**config.mk**
```make
export PLATFORM = sky130hd
export DESIGN_NAME = imu_frame_deframer_crc16_flat
export DESIGN_NICKNAME = d
export VERILOG_FILES = /design/src/rtl/imufd_pkg.sv /design/src/rtl/imufd_if.sv /design/src/rtl/imufd_regs.sv /design/src/rtl/imufd_parser.sv /design/src/rtl/imufd_drain.sv /design/src/rtl/imu_frame_deframer_crc16.sv /design/src/flat_wrapper.sv
export SDC_FILE = /design/constraint.sdc
export NUM_CORES = 1
export LEC_CHECK = 0
export BUFFER_PORTS_ARGS = -buffer_cell sky130_fd_sc_hd__buf_2
export CELL_PAD_IN_SITES_DETAIL_PLACEMENT = 1
export CELL_PAD_IN_SITES_GLOBAL_PLACEMENT = 1
export CORE_MARGIN = 1.5
export CORE_UTILIZATION = 40
export DETAILED_ROUTE_END_ITERATION = 6
export PLACE_DENSITY = 0.73
export REMOVE_ABC_BUFFERS = 1
export SLEW_MARGIN = 20
export SYNTH_ARGS = -nofsm -noshare
export SYNTH_HDL_FRONTEND = slang
export SYNTH_SLANG_ARGS = --single-unit
```
**constraint.sdc**
```tcl
create_clock -name i_clk -period 41.1 [get_ports i_clk]
set_clock_uncertainty 0.15 [all_clocks]
set_input_delay 8.22 -clock i_clk [delete_from_list [all_inputs] [get_ports i_clk]]
set_output_delay 8.22 -clock i_clk [all_outputs]
set_load 0.005 [all_outputs]
```
**src/rtl/imufd_pkg.sv**
```systemverilog
// Types, constants and CRC function of the IMU frame deframer.
package imufd_pkg;

    typedef enum logic [2:0] {
        PH_HUNT1,
        PH_HUNT2,
        PH_LEN_LO,
        PH_LEN_HI,
        PH_CRC_LO,
        PH_CRC_HI,
        PH_PAYLOAD
    } t_phase;

    typedef enum logic [1:0] {
        ST_OK    = 2'd0,
        ST_CRC   = 2'd1,
        ST_SHORT = 2'd2
    } t_status;

    localparam logic [7:0]  SYNC_FIRST  = 8'h5A;
    localparam logic [7:0]  SYNC_SECOND = 8'hA5;
    localparam logic [15:0] CRC_POLY    = 16'h1021;
    localparam logic [15:0] CRC_TOP     = 16'h8000;

    localparam int N_ACC   = 12;
    localparam int N_GYR   = 12;
    localparam int N_QAT   = 16;
    localparam int N_WORDS = 10;
    localparam int IDX_W   = 4;
    localparam logic [IDX_W-1:0] LAST_IDX = IDX_W'(N_WORDS - 1);

    // Register map: word index of each configuration register.
    localparam logic [1:0] REG_ACCEL = 2'd0;
    localparam logic [1:0] REG_GYRO  = 2'd1;
    localparam logic [1:0] REG_QUAT  = 2'd2;

    localparam logic [15:0] RST_ACCEL_OFF = 16'd12;
    localparam logic [15:0] RST_GYRO_OFF  = 16'd24;
    localparam logic [15:0] RST_QUAT_OFF  = 16'd60;

    typedef struct packed {
        logic [15:0] accel;
        logic [15:0] gyro;
        logic [15:0] quat;
    } t_offsets;

    typedef struct packed {
        logic    fire;
        t_status status;
    } t_frame_evt;

    typedef logic [N_WORDS-1:0][31:0] t_words;

    // CRC-16, MSB first, one byte per call.
    function automatic logic [15:0] crc_byte(input logic [15:0] crc_in, input logic [7:0] b);
        logic [15:0] c;
        c = crc_in ^ {b, 8'h00};
        for (int i = 0; i < 8; i++) begin
            if ((c & CRC_TOP) != 16'h0) begin
                c = {c[14:0], 1'b0} ^ CRC_POLY;
            end else begin
                c = {c[14:0], 1'b0};
            end
        end
        return c;
    endfunction

    localparam logic [15:0] CRC_SYNC = crc_byte(crc_byte(16'h0000, SYNC_FIRST), SYNC_SECOND);

endpackage

```
**src/rtl/imufd_if.sv**
```systemverilog
// Valid/ready channel interfaces for input bytes and result words.
interface imufd_byte_if;
    logic       valid;
    logic       ready;
    logic [7:0] rx_byte;

    modport source (output valid, output rx_byte, input ready);
    modport sink   (input valid, input rx_byte, output ready);
endinterface

interface imufd_res_if;
    logic        valid;
    logic        ready;
    logic [31:0] data_word;
    logic [3:0]  word_index;
    logic [1:0]  frame_status;
    logic        last_word;

    modport source (output valid, output data_word, output word_index,
                    output frame_status, output last_word, input ready);
    modport sink   (input valid, input data_word, input word_index,
                    input frame_status, input last_word, output ready);
endinterface

```
**src/rtl/imufd_regs.sv**
```systemverilog
// APB-style configuration registers holding the three capture offsets.
module imufd_regs
    import imufd_pkg::*;
(
    input  logic        i_clk,
    input  logic        i_rst_n,
    input  logic        psel,
    input  logic        penable,
    input  logic        pwrite,
    input  logic [3:0]  paddr,
    input  logic [31:0] pwdata,
    output logic [31:0] prdata,
    output logic        pready,
    output t_offsets    o_offsets
);

    t_offsets   r_offsets;
    logic       wr_en;
    logic [1:0] reg_sel;

    assign pready    = 1'b1;
    assign wr_en     = psel && penable && pwrite;
    assign reg_sel   = paddr[3:2];
    assign o_offsets = r_offsets;

    always_ff @(posedge i_clk) begin
        if (!i_rst_n) begin
            r_offsets.accel <= RST_ACCEL_OFF;
            r_offsets.gyro  <= RST_GYRO_OFF;
            r_offsets.quat  <= RST_QUAT_OFF;
        end else if (wr_en) begin
            unique case (reg_sel)
                REG_ACCEL: r_offsets.accel <= pwdata[15:0];
                REG_GYRO:  r_offsets.gyro  <= pwdata[15:0];
                REG_QUAT:  r_offsets.quat  <= pwdata[15:0];
                default: ;
            endcase
        end
    end

    always_comb begin
        unique case (reg_sel)
            REG_ACCEL: prdata = {16'h0000, r_offsets.accel};
            REG_GYRO:  prdata = {16'h0000, r_offsets.gyro};
            REG_QUAT:  prdata = {16'h0000, r_offsets.quat};
            default:   prdata = 32'h0000_0000;
        endcase
    end

endmodule

```
**src/rtl/imufd_parser.sv**
```systemverilog
// Frame parser: sync hunt, header fields, CRC, capture store and end-of-frame check.
module imufd_parser
    import imufd_pkg::*;
(
    input  logic       i_clk,
    input  logic       i_rst_n,
    input  logic       i_acc,
    input  logic [7:0] i_byte,
    input  t_offsets   i_offsets,
    output logic       o_end_pending,
    output t_frame_evt o_evt,
    output t_words     o_words
);

    t_phase      r_phase, n_phase;
    logic [15:0] r_cnt, n_cnt;
    logic [15:0] r_len, n_len;
    logic [15:0] r_crc, n_crc;
    logic [15:0] r_fcrc, n_fcrc;

    logic [N_ACC-1:0][7:0] r_acc, n_acc;
    logic [N_GYR-1:0][7:0] r_gyr, n_gyr;
    logic [N_QAT-1:0][7:0] r_qat, n_qat;

    logic [15:0] crc_upd;
    logic [15:0] d_acc, d_gyr, d_qat;
    logic        hit_acc, hit_gyr, hit_qat;
    logic        fire;
    logic        fit_acc, fit_gyr, fit_qat;
    t_status     status;

    assign crc_upd = crc_byte(r_crc, i_byte);

    // Position of the current payload byte inside each group.
    assign d_acc   = r_cnt - i_offsets.accel;
    assign d_gyr   = r_cnt - i_offsets.gyro;
    assign d_qat   = r_cnt - i_offsets.quat;
    assign hit_acc = (r_cnt >= i_offsets.accel) && (d_acc < 16'(N_ACC));
    assign hit_gyr = (r_cnt >= i_offsets.gyro)  && (d_gyr < 16'(N_GYR));
    assign hit_qat = (r_cnt >= i_offsets.quat)  && (d_qat < 16'(N_QAT));

    // Next accepted byte closes a frame; known from state alone.
    assign o_end_pending = ((r_phase == PH_CRC_HI) && (r_len == 16'h0000)) ||
                           ((r_phase == PH_PAYLOAD) && ((r_cnt + 16'd1) == r_len));

    // Phase sequencing.
    always_comb begin
        n_phase = r_phase;
        if (i_acc) begin
            unique case (r_phase)
                PH_HUNT1: begin
                    if (i_byte == SYNC_FIRST) n_phase = PH_HUNT2;
                end
                PH_HUNT2: begin
                    if (i_byte == SYNC_SECOND) begin
                        n_phase = PH_LEN_LO;
                    end else if (i_byte != SYNC_FIRST) begin
                        n_phase = PH_HUNT1;
                    end
                end
                PH_LEN_LO: n_phase = PH_LEN_HI;
                PH_LEN_HI: n_phase = PH_CRC_LO;
                PH_CRC_LO: n_phase = PH_CRC_HI;
                PH_CRC_HI: n_phase = (r_len == 16'h0000) ? PH_HUNT1 : PH_PAYLOAD;
                PH_PAYLOAD: begin
                    if ((r_cnt + 16'd1) == r_len) n_phase = PH_HUNT1;
                end
                default: n_phase = PH_HUNT1;
            endcase
        end
    end

    // Header fields, CRC, capture writes and frame-end event.
    always_comb begin
        n_cnt  = r_cnt;
        n_len  = r_len;
        n_crc  = r_crc;
        n_fcrc = r_fcrc;
        n_acc  = r_acc;
        n_gyr  = r_gyr;
        n_qat  = r_qat;
        fire   = 1'b0;
        if (i_acc) begin
            unique case (r_phase)
                PH_HUNT2: begin
                    if (i_byte == SYNC_SECOND) n_crc = CRC_SYNC;
                end
                PH_LEN_LO: begin
                    n_len = {8'h00, i_byte};
                    n_crc = crc_upd;
                end
                PH_LEN_HI: begin
                    n_len = {i_byte, r_len[7:0]};
                    n_crc = crc_upd;
                end
                PH_CRC_LO: n_fcrc = {8'h00, i_byte};
                PH_CRC_HI: begin
                    n_fcrc = {i_byte, r_fcrc[7:0]};
                    n_cnt  = 16'h0000;
                    fire   = (r_len == 16'h0000);
                end
                PH_PAYLOAD: begin
                    n_crc = crc_upd;
                    if (hit_acc) n_acc[d_acc[3:0]] = i_byte;
                    if (hit_gyr) n_gyr[d_gyr[3:0]] = i_byte;
                    if (hit_qat) n_qat[d_qat[3:0]] = i_byte;
                    n_cnt = r_cnt + 16'd1;
                    fire  = (n_cnt == r_len);
                end
                default: ;
            endcase
        end
    end

    // Groups must lie inside the payload; sums kept at 17 bits, no wrap.
    assign fit_acc = ({1'b0, i_offsets.accel} + 17'(N_ACC)) <= {1'b0, n_len};
    assign fit_gyr = ({1'b0, i_offsets.gyro}  + 17'(N_GYR)) <= {1'b0, n_len};
    assign fit_qat = ({1'b0, i_offsets.quat}  + 17'(N_QAT)) <= {1'b0, n_len};

    always_comb begin
        priority if (n_crc != n_fcrc) begin
            status = ST_CRC;
        end else if (!(fit_acc && fit_gyr && fit_qat)) begin
            status = ST_SHORT;
        end else begin
            status = ST_OK;
        end
    end

    assign o_evt.fire   = fire;
    assign o_evt.status = status;
    assign o_words      = t_words'({n_qat, n_gyr, n_acc});

    always_ff @(posedge i_clk) begin
        if (!i_rst_n) begin
            r_phase <= PH_HUNT1;
            r_cnt   <= 16'h0000;
            r_len   <= 16'h0000;
            r_crc   <= 16'h0000;
            r_fcrc  <= 16'h0000;
        end else begin
            r_phase <= n_phase;
            r_cnt   <= n_cnt;
            r_len   <= n_len;
            r_crc   <= n_crc;
            r_fcrc  <= n_fcrc;
        end
    end

    // Capture store carries no reset.
    always_ff @(posedge i_clk) begin
        r_acc <= n_acc;
        r_gyr <= n_gyr;
        r_qat <= n_qat;
    end

endmodule

```
**src/rtl/imufd_drain.sv**
```systemverilog
// Result buffer: holds one frame's words and hands them out one per handshake.
module imufd_drain
    import imufd_pkg::*;
(
    input  logic        i_clk,
    input  logic        i_rst_n,
    input  t_frame_evt  i_evt,
    input  t_words      i_words,
    input  logic        i_ready,
    output logic        o_busy,
    output logic        o_valid,
    output logic [31:0] o_data_word,
    output logic [3:0]  o_word_index,
    output logic [1:0]  o_frame_status,
    output logic        o_last_word
);

    t_words           r_buf;
    logic             r_valid;
    logic [IDX_W-1:0] r_idx;
    t_status          r_status;
    logic             last;

    assign last           = (r_status != ST_OK) || (r_idx == LAST_IDX);
    assign o_busy         = r_valid;
    assign o_valid        = r_valid;
    assign o_data_word    = (r_status == ST_OK) ? r_buf[r_idx] : 32'h0000_0000;
    assign o_word_index   = r_idx;
    assign o_frame_status = r_status;
    assign o_last_word    = last;

    always_ff @(posedge i_clk) begin
        if (!i_rst_n) begin
            r_valid  <= 1'b0;
            r_idx    <= '0;
            r_status <= ST_OK;
        end else if (i_evt.fire) begin
            r_valid  <= 1'b1;
            r_idx    <= '0;
            r_status <= i_evt.status;
        end else if (r_valid && i_ready) begin
            if (last) begin
                r_valid <= 1'b0;
            end else begin
                r_idx <= r_idx + 1'b1;
            end
        end
    end

    // Snapshot the capture store; only ok frames need it.
    always_ff @(posedge i_clk) begin
        if (i_evt.fire && (i_evt.status == ST_OK)) begin
            r_buf <= i_words;
        end
    end

endmodule

```
**src/rtl/imu_frame_deframer_crc16.sv**
```systemverilog
// A frame's first result word is valid in the cycle after its closing byte is accepted.
// Throughput: one byte per cycle while the input is ready; an ok frame drains ten words,
// one per output handshake. A frame-closing byte is held off while the previous
// frame's words are still pending, so a frame ending before they drain stalls the input.
// Reset: synchronous, active low; clears parser state and restores default offsets.
// The 40-byte capture store and the result buffer are not reset.
module imu_frame_deframer_crc16
    import imufd_pkg::*;
(
    input  logic         i_clk,
    input  logic         i_rst_n,
    imufd_byte_if.sink   i_rx,
    imufd_res_if.source  o_res,
    input  logic         psel,
    input  logic         penable,
    input  logic         pwrite,
    input  logic [3:0]   paddr,
    input  logic [31:0]  pwdata,
    output logic [31:0]  prdata,
    output logic         pready
);

    t_offsets   offsets;
    t_frame_evt evt;
    t_words     words;
    logic       end_pending;
    logic       drain_busy;
    logic       rx_acc;

    // Offsets are read live: capture uses those in force as each byte arrives.
    imufd_regs u_regs (
        .i_clk     (i_clk),
        .i_rst_n   (i_rst_n),
        .psel      (psel),
        .penable   (penable),
        .pwrite    (pwrite),
        .paddr     (paddr),
        .pwdata    (pwdata),
        .prdata    (prdata),
        .pready    (pready),
        .o_offsets (offsets)
    );

    // Hold the input only when the next byte would end a frame and the buffer is full.
    assign i_rx.ready = !(end_pending && drain_busy);
    assign rx_acc     = i_rx.valid && i_rx.ready;

    // Parser: sync hunt, header, CRC and capture, all in the accepting cycle.
    imufd_parser u_parser (
        .i_clk         (i_clk),
        .i_rst_n       (i_rst_n),
        .i_acc         (rx_acc),
        .i_byte        (i_rx.rx_byte),
        .i_offsets     (offsets),
        .o_end_pending (end_pending),
        .o_evt         (evt),
        .o_words       (words)
    );

    // Result buffer parts the input side from output stalls.
    imufd_drain u_drain (
        .i_clk          (i_clk),
        .i_rst_n        (i_rst_n),
        .i_evt          (evt),
        .i_words        (words),
        .i_ready        (o_res.ready),
        .o_busy         (drain_busy),
        .o_valid        (o_res.valid),
        .o_data_word    (o_res.data_word),
        .o_word_index   (o_res.word_index),
        .o_frame_status (o_res.frame_status),
        .o_last_word    (o_res.last_word)
    );

endmodule

```
**src/flat_wrapper.sv**
```systemverilog
// flat-port wrapper written by rule: the top's interface ports become plain ports
module imu_frame_deframer_crc16_flat import imufd_pkg::*;
  (i_clk, i_rst_n, psel, penable, pwrite, paddr, pwdata, prdata, pready, i_rx_valid, i_rx_rx_byte, i_rx_ready, o_res_valid, o_res_data_word, o_res_word_index, o_res_frame_status, o_res_last_word, o_res_ready);
  imufd_byte_if i_rx_i ();
  imufd_res_if o_res_i ();
  input  logic i_clk;
  input  logic i_rst_n;
  input  logic psel;
  input  logic penable;
  input  logic pwrite;
  input  logic [3:0] paddr;
  input  logic [31:0] pwdata;
  output logic [31:0] prdata;
  output logic pready;
  input wire logic [$bits(i_rx_i.valid)-1:0] i_rx_valid;
  input wire logic [$bits(i_rx_i.rx_byte)-1:0] i_rx_rx_byte;
  output wire logic [$bits(i_rx_i.ready)-1:0] i_rx_ready;
  output wire logic [$bits(o_res_i.valid)-1:0] o_res_valid;
  output wire logic [$bits(o_res_i.data_word)-1:0] o_res_data_word;
  output wire logic [$bits(o_res_i.word_index)-1:0] o_res_word_index;
  output wire logic [$bits(o_res_i.frame_status)-1:0] o_res_frame_status;
  output wire logic [$bits(o_res_i.last_word)-1:0] o_res_last_word;
  input wire logic [$bits(o_res_i.ready)-1:0] o_res_ready;
  assign i_rx_i.valid = i_rx_valid;
  assign i_rx_i.rx_byte = i_rx_rx_byte;
  assign i_rx_ready = i_rx_i.ready;
  assign o_res_valid = o_res_i.valid;
  assign o_res_data_word = o_res_i.data_word;
  assign o_res_word_index = o_res_i.word_index;
  assign o_res_frame_status = o_res_i.frame_status;
  assign o_res_last_word = o_res_i.last_word;
  assign o_res_i.ready = o_res_ready;
  imu_frame_deframer_crc16 u_core (.i_clk(i_clk), .i_rst_n(i_rst_n), .i_rx(i_rx_i), .o_res(o_res_i), .psel(psel), .penable(penable), .pwrite(pwrite), .paddr(paddr), .pwdata(pwdata), .prdata(prdata), .pready(pready));
endmodule
```
==> impl_metrics.py <==
metrics = {
    "floorplanning": {
        "die_w_um": 293,
        "dieHeight_um": 293,
        "core_area_um2": 83600,
        "num_rows": 106,
        "die_area_um2": 86100,
        "start_util_pct": 40.4,
        "io_pins": 125,
    },
    "logic_synthesis": {
        "ys.flop_type": "dfxtp_1",
        "synth_compound_area_share_pct": 6.86,
        "synth_fa_ha_area_share_pct": 3.94,
        "ys_types": 92,
        "synth_top_family_by_area": "multiplexers",
        "synth.area.top_cells": "edfxtp_1 28%, dfxtp_1 26%, mux2_2 10%",
        "synth_xor_area_share_pct": 3.00,
        "synthMuxAreaShare_pct": 18.2,
        "synth-seq-cells": 762,
        "synth_async_sr_flop_share_pct": 0,
        "yosys_warnings": 0,
        "synth-simple-area-share_pct": 10.1,
        "synth-edff-count": 320,
        "synthDominantCellAreaShare_pct": 28.5,
        "yosysSeqAreaShare_pct": 54.7,
        "avgSynthCellArea_um2": 12.4,
        "yosys.area.top_type": "edfxtp_1",
        "synth.cell_area_um2": 33700,
        "syn_inst": 2716,
    },
    "layout": {
        "syn2layout_area_growth_pct": 11.8,
        "final_cell_mix": "439 x dfxtp_1, 320 x edfxtp_1, 306 x mux2_2",
        "drive_gt1_share_pct": 24.0,
        "fin_nets": 2929,
        "final_common_cell": "dfxtp_1",
        "final.fill_count": 8629,
        "num_antenna_cells": 0,
        "fin_util_pct": 45.1,
    },
    "detailed_routing": {
        "antenna_left": 0,
        "drtPass1Iterations": 5,
        "drc": 0,
        "totalWireLength_um": 91900,
        "drt_iter0_drc": 1241,
        "avgViaCountPerCell": 5.54,
        "routedWlPerCell_um": 23.4,
        "via_count": 21704,
    },
    "cts": {
        "cts_tree": "yes",
        "cts_setup_buffers": 0,
        "cts.reportedPaths.clkPinSlew_ns": 0.06,
        "clockBufferDepth": 3,
        "worstSkewPairLatency_ns": 0.62,
        "ctsResizeCount": 0,
        "cts_htree_levels": 3,
        "cts_made_buffers": 80,
        "cts_sinks": 762,
        "cts-hold-fix-buffers": 0,
        "clockRootBuffer": "clkbuf_16",
    },
    "place": {
        "place_congestion": 0.870,
        "place_hpwl_um": 59300,
        "port_buffers": 89,
        "preCtsSetupSlack_ns": 22.81,
    },
    "sta": {
        "period_needed_ns": 18.01,
        "setup_slack_ns": 23.09,
        "timing.hold.ws_ns": 0.313,
        "slew_violations": 0,
        "tightest_slew_ns": 1.11,
        "finalCritPeriodShare_pct": 43.8,
        "slew_headroom_pct": 26.0,
        "rsz0062_at_grt": "no",
        "fin_setup_tns_ns": 0,
        "final_hold_viol_count": 0,
        "max_freq_mhz": 55.5,
        "finalSetupViolations": 0,
    },
    "power_and_ir_drop": {
        "power.total_uw": 1650,
        "power.leakage_uw": 0.0136,
        "p_per_area_nw_per_um2": 43.7,
        "vdd_drop_max_mv": 0.0266,
    },
    "global_routing": {
        "grt_pass1_vias": 23543,
        "grt_pass1_wl_um": 141000,
        "grt_max_degree": 87,
        "grt_overflow": 0,
        "antenna_found_initial": 2,
        "grt_usage_pct": 21.3,
    },
    "setup_path": {
        "r2r_start": "u_core.u_parser.r_cnt[1]$_SDFFE_PN0P_",
        "path_class": "primary input to output pin",
        "arrival_ns": 9.64,
        "r2r_cells": 15,
        "timing.rr.end": "u_core.u_drain.r_buf[146]$_DFFE_PP_",
        "cp-start-kind": "primary input",
        "crit_path_max_fanout": 22,
        "end_kind": "output pin",
        "cp_data_required_time_ns": 32.73,
        "r2r_setup_slack_ns": 33.31,
    },
    "outcome": {
        "status": "finished clean",
    },
    "hold_path": {
        "hp-class": "flop to flop",
        "whs_path_depth": 1,
        "worstHoldStart": "u_core.u_parser.r_qat[88]$_DFF_P_",
        "holdPathEnd": "u_core.u_parser.r_qat[88]$_DFF_P_",
    },
    "run": {
        "maxCapViolCount": 0,
    },
}
-- power breakdown --
group          leakage [uW]  switching [uW]  internal (uW)  total, uW
logic               0.00651            82.2           48.6        131
registers           0.00577            10.2            789        799
clock network       0.00128             302            416        718
-- worst max path at each step --
| stage | to | startpoint | slack [ns] | cells after the start |
|---|---|---|---|---|
| finish | prdata[4] | paddr[2] | 23.09 | 5 |
| detailed placement | prdata[4] | paddr[2] | 22.81 | 5 |
| CTS | prdata[4] | paddr[2] | 22.80 | 5 |
| global placement | prdata[4] | paddr[2] | 22.86 | 5 |
| global route | prdata[4] | paddr[2] | 22.99 | 5 |
| floorplan | u_core.u_drain.r_buf[0]$_DFFE_PP_ | i_rx_valid | 11.77 | 11 |
-- stage by stage --
stage          area (um2)  instances
4_1_cts             37700       3920
3_5_place_dp        35100       3774
2_1_floorplan       33100       2578
6_report            37700       3920
3_3_place_gp        35100       3774
5_1_grt             37700       3920
-- cell usage after synthesis (11+ instances only) --
cell type and instances:
o21ai_0 63, clkbuf_1 99, buf_1 18, o211ai_1 13
nor2b_1 24, nand4_1 23, dfxtp_1 442, xor2_1 38
nor4_1 20, a21oi_1 124, nand3_1 44, xnor2_1 75
a21o_1 39, nor2_2 13, buf_4 21, edfxtp_1 320
o22ai_1 36, mux2_2 306, ha_1 99, nand2_1 188
nor2_1 135, or3_1 11, nor3_1 25, nand2b_1 24
and2_1 43, mux4_2 64, a31oi_1 18, mux2i_1 102
inv_1 86, mux2_1 12
-- area by class of cell --
| cell class | instances | area (um2) | area share, % |
|---|---|---|---|
| multi-input cells | 1728 | 14300 | 38.0 |
| well taps | 1080 | 1350 | 3.58 |
| repair buffers | 116 | 654 | 1.73 |
| clock inverters | 39 | 365 | 0.968 |
| inverters | 88 | 330 | 0.876 |
| clock buffers | 107 | 2240 | 5.93 |
| flip-flops and latches | 762 | 18500 | 49.0 |
-- cell families after synthesis --
family,count (synthesis)
AOI/OAI and AO/OA,370
xor gates and xnor gates,114
adders and majority gates,105
buffers and inverters,241
DFF,762
muxes,491
other,2
and+or+nand+nor,631
-- layer usage --
metal,track usage (%),up-vias,wire (um)
met5,0,-,0
met3,2.47,140,3700
met4,7.12,0,2640
li1,-,9997,-
met2,36.7,425,45200
met1,27.7,11142,40300
-- sequential cells by signal, summed over array words and instances, names as in the netlist --
register	flops
u_core.u_regs.o_offsets	48
u_core.u_parser.r_cnt	16
u_core.u_parser.r_fcrc	16
u_core.u_drain.o_word_index	4
u_core.u_parser.r_len	16
u_core.u_parser.r_qat	128
u_core.u_parser.r_crc	16
u_core.u_parser.r_gyr	96
u_core.u_parser.r_acc	96
u_core.u_drain.o_busy	1
u_core.u_drain.r_buf	320
u_core.u_drain.o_frame_status	2
u_core.u_parser.r_phase	3
-- critical path: stages --
cell,delay (ns)
buf_2,0.32
nor2b_2,0.60
nand2_1,0.14
o21ai_0,0.17
buf_2,0.18
Power figures use the tool's default switching activity.
